`config.mk`:
```
export PLATFORM = sky130hd
export DESIGN_NAME = bft_ctrl
export DESIGN_NICKNAME = d
export VERILOG_FILES = /design/src/rtl/bft_pkg.sv /design/src/rtl/bft_ctrl.sv
export SDC_FILE = /design/constraint.sdc
export NUM_CORES = 1
export LEC_CHECK = 0
export ABC_AREA = 1
export BUFFER_PORTS_ARGS = -buffer_cell sky130_fd_sc_hd__buf_2
export CORE_AREA = 4 4 41 43
export CTS_CLUSTER_SIZE = 20
export DETAILED_ROUTE_END_ITERATION = 16
export DIE_AREA = 0 0 45 47
export PLACE_DENSITY = 0.33
export RECOVER_POWER = 50
export SLEW_MARGIN = 20
export SYNTH_ARGS = -nofsm -noshare
export SYNTH_HDL_FRONTEND = slang
export SYNTH_SLANG_ARGS = --single-unit
```
`constraint.sdc`:
```
create_clock -name i_clk -period 1.2 [get_ports i_clk]
set_clock_uncertainty 0.2 [all_clocks]
set_input_delay 0.06 -clock i_clk [delete_from_list [all_inputs] [get_ports i_clk]]
set_output_delay 0.06 -clock i_clk [all_outputs]
set_load 0.01 [all_outputs]
```
`src/rtl/bft_pkg.sv`:
```
// Package with the shared types, constants and key helpers of the flow table.
package bft_pkg;

    localparam int TABLE_DEPTH = 256;
    localparam int ADDR_W      = 48;
    localparam int ADDR_BYTES  = ADDR_W / 8;
    localparam int IDX_W       = $clog2(TABLE_DEPTH);
    localparam int CNT_W       = $clog2(TABLE_DEPTH + 1);
    localparam int PORT_W      = 16;
    localparam int PAIR_W      = 2 * PORT_W + 1;
    localparam int STREAM_W    = 10;
    localparam int PIDX_W      = 32;
    localparam int CFG_IDX_W   = 2;
    localparam int CFG_DATA_W  = 3;

    localparam logic [CFG_IDX_W-1:0] CFG_ADDR_BYTES = 2'd0;
    localparam logic [CFG_IDX_W-1:0] CFG_PORTS_EN   = 2'd1;

    localparam logic [2:0] ADDR_BYTES_RST = 3'd4;

    typedef enum logic [1:0] {
        OUT_HIT  = 2'd0,
        OUT_NEW  = 2'd1,
        OUT_REV  = 2'd2,
        OUT_FULL = 2'd3
    } t_outcome;

    typedef enum logic [1:0] {
        ST_IDLE,
        ST_SCAN,
        ST_DRAIN,
        ST_DECIDE
    } t_state;

    typedef struct packed {
        logic [PIDX_W-1:0] packet_index;
        logic [ADDR_W-1:0] src_address;
        logic [ADDR_W-1:0] dst_address;
        logic [PORT_W-1:0] src_port;
        logic [PORT_W-1:0] dst_port;
        logic              port_present;
    } t_pkt;

    typedef struct packed {
        logic signed [STREAM_W-1:0] stream_id;
        t_outcome                   outcome;
    } t_res;

    typedef struct packed {
        logic [ADDR_W-1:0]   src;
        logic [ADDR_W-1:0]   dst;
        logic [PAIR_W-1:0]   port_pair;
        logic [STREAM_W-1:0] stream;
    } t_entry;

    typedef struct packed {
        logic load;
        logic rd;
        logic decide;
    } t_cmd;

    typedef struct packed {
        logic scan_done;
        logic out_free;
    } t_sts;

    function automatic logic [ADDR_W-1:0] addr_mask(input logic [2:0] bytes);
        logic [ADDR_W-1:0] mask;
        mask = '0;
        for (int k = 0; k < ADDR_BYTES; k++) begin
            mask[k*8 +: 8] = (k < int'(bytes)) ? 8'hFF : 8'h00;
        end
        return mask;
    endfunction

endpackage

```
`src/rtl/bft_ctrl.sv`:
```
// Controller state machine that sequences accept, table scan and decision.
module bft_ctrl (
    input  logic          i_clk,
    input  logic          i_rst_n,
    input  logic          i_in_valid,
    output logic          o_in_ready,
    input  bft_pkg::t_sts i_sts,
    output bft_pkg::t_cmd o_cmd
);

    bft_pkg::t_state r_state;
    bft_pkg::t_state n_state;

    always_ff @(posedge i_clk) begin
        if (!i_rst_n) begin
            r_state <= bft_pkg::ST_IDLE;
        end else begin
            r_state <= n_state;
        end
    end

    always_comb begin
        n_state    = r_state;
        o_in_ready = 1'b0;
        o_cmd      = '0;
        case (r_state)
            bft_pkg::ST_IDLE: begin
                o_in_ready = 1'b1;
                if (i_in_valid) begin
                    o_cmd.load = 1'b1;
                    n_state    = bft_pkg::ST_SCAN;
                end
            end
            bft_pkg::ST_SCAN: begin
                if (i_sts.scan_done) begin
                    n_state = bft_pkg::ST_DRAIN;
                end else begin
                    o_cmd.rd = 1'b1;
                end
            end
            bft_pkg::ST_DRAIN: begin
                n_state = bft_pkg::ST_DECIDE;
            end
            bft_pkg::ST_DECIDE: begin
                if (i_sts.out_free) begin
                    o_cmd.decide = 1'b1;
                    n_state      = bft_pkg::ST_IDLE;
                end
            end
            default: begin
                n_state = bft_pkg::ST_IDLE;
            end
        endcase
    end

endmodule

```
==> results_dict.tcl <==
set metrics [dict create \
    drv_cap 0 \
    timing.final.crit_share 1.12 \
    whs_path_depth 6 \
    grt_use_total 0.0544 \
    finalHoldWorstSlack_ns 0.0686 \
    hold_violations 0 \
    start_util 0.146 \
    crit_arrival_ns 1.08 \
    outcome "finished with violations" \
    io_pins 9 \
    clk_path_buf_depth 2 \
    crit_family "flip-flops" \
    slew_headroom 0.935 \
    gp_congestion 0.684 \
    hpwlAfterDp_microns 332 \
    total_power_mw 0.994 \
    slew_viol_final 0 \
    antenna_found_initial 0 \
    setup_viol 6 \
    r2r_end "r_state[0]" \
    slowest_stage "dfxtp_2" \
    grt_pass1_wl_microns 724 \
    postSynthCellCount 29 \
    tns_ns -0.569 \
    netlist_area_sq_um 190 \
    dpl_worst_slack_ns -0.0270 \
    wl_per_cell_microns 7.84 \
    p_leak_nw 0.231 \
    wl_met3_microns 43 \
    regMostFlops "r_state" \
    min_from "i_sts[1]" \
    die_h_microns 47 \
    diodes 0 \
    first_global_vias 210 \
    nets 59 \
    rows 13 \
    top_layer "met4" \
    port_buffers 8 \
    ant_nets 0 \
    rr_worst_depth 6 \
    path_cells "inv_2, ha_4, buf_6, nand2_4, inv_2, buf_6" \
    crit_required_ns 0.94 \
    yosysUniqueCellTypes 8 \
    synth_nets 38 \
    tightest_slew_ns 0.0978 \
    synth_warnings 0 \
    cts.sinks 2 \
    r2r_start "r_state[1]" \
    path_max_fanout 3 \
    clk-insertion-delay-late_ns 0.22 \
    grt_max_degree 5 \
    layoutNonFillerInstCount 63 \
    h-tree-depth 1 \
    wl_microns 494 \
    drt-met1-wl_microns 194 \
    largest_register_ff_count 2 \
    ys_ff_latch 2 \
    ys_seq_area_frac 0.211 \
    die_w_microns 45 \
    cts_root_buf "clkbuf_4" \
    pwr_density_cell_nw_per_um2 2470 \
    placed_cell_area_sq_um 272 \
    cts.clk_slew.worst_paths_ns 0.03 \
    firstDrtPassIters 2 \
    cts_tree "built" \
    drc 0 \
    max_freq_mhz 746 \
    die_area_sq_um 2120 \
    vdd_drop_max_uv 834 \
    slowest_delay_ns 0.34 \
    via_per_inst 3.38 \
    critical_path_class "reg2out" \
    crit_buf_inv 4 \
    numCtsBuffers 3 \
    reg.largest.list "r_state (2)" \
    fin_area_sq_um 403 \
    core_sq_um 1300 \
    violations "setup timing" \
    utilization 0.310 \
    r2r_setup_slack_ns -0.13 \
    hold_class "in2reg" \
    rsz0062_at_grt "true" \
    drive_above_1_share 0.625 \
    worst_slack_ns -0.140 \
    syn_to_final_growth_pct 112 \
    cp-end-kind "primary output" \
    fin_crit_ns 1.34 \
    overflow 0 \
    critPathLaunchType "flip-flop" \
    drtIter0Drc 1 \
    syn_avg_cell_area_sq_um 6.56 \
    vias 213 \
    whs_endpoint "r_state[1]" \
    wl_met2_microns 236 \
    place_inst 53 \
]
timing repair:
action,CTS,global route
pin swaps,6,5
hold buffers,1,0
setup buffers,4,2
setup endpoints to repair,6,6
resized for setup,4,8
hold endpoints to repair,2,0
cell usage after synthesis:
library cell  n  share of area
inv_1         8           0.16
nand2_1       7           0.14
ha_1          4           0.26
nor2_1        4          0.079
dfxtp_1       2           0.21
nand2_2       2          0.066
nand3_2       1          0.053
or2_0         1          0.033
metal layers:
metal | up-vias | track usage
met3 | 2 | 0.0153
met5 | - | 0
met2 | 8 | 0.0847
met4 | 0 | 0.0877
met1 | 82 | 0.0452
li1 | 121 | -
tightest hold or removal path, cell delays in order:
cell and delay (ns):
buf_2 0.09, inv_1 0.06, nand2_2 0.07, nand3_4 0.07
nor2_1 0.04, nor2_1 0.06
where the power goes:
part	switching [mW]	internal, mW
Clock	0.0381	0.110
Combinational	0.304	0.405
Sequential	0.0300	0.107
Total	0.372	0.621
final cells by class:
type / count / area (sq um)
tap: 15 / 18.8
multi-input combinational: 19 / 163
inverter: 8 / 30.0
clock buffer: 3 / 22.5
fill: 149 / 898
sequential: 2 / 42.5
timing repair buffer: 16 / 126
worst max-delay path by stage:
stage | to | slack, ns | from | cells past startpoint
after floorplan | r_state[0] | 0.02 | r_state[1] | 5
after global placement | r_state[0] | -0.04 | r_state[1] | 5
after detailed placement | r_state[0] | -0.03 | r_state[0] | 5
after CTS | o_cmd[2] | -0.16 | r_state[0] | 6
after global routing | r_state[0] | -0.19 | r_state[1] | 6
final | o_cmd[2] | -0.14 | r_state[1] | 6
cell families after synthesis:
group	synth area share
adder cells (fa/ha/maj)	0.263
buffers and inverters	0.158
flip-flops	0.211
AND/OR/NAND/NOR	0.368
cell usage in the layout (no fill, tap or decap):
| cell type | count |
|---|---|
| nand2_4 | 1 |
| nand2_2 | 3 |
| inv_1 | 5 |
| buf_2 | 6 |
| nor2_1 | 4 |
| buf_6 | 5 |
| nand2_1 | 5 |
| clkbuf_4 | 3 |
| or2_0 | 1 |
| ha_1 | 2 |
| dfxtp_2 | 2 |
| dlygate4sd3_1 | 1 |
| inv_2 | 3 |
| ha_4 | 2 |
| buf_4 | 4 |
| nand3_4 | 1 |
(Power assumes the default switching activity.)
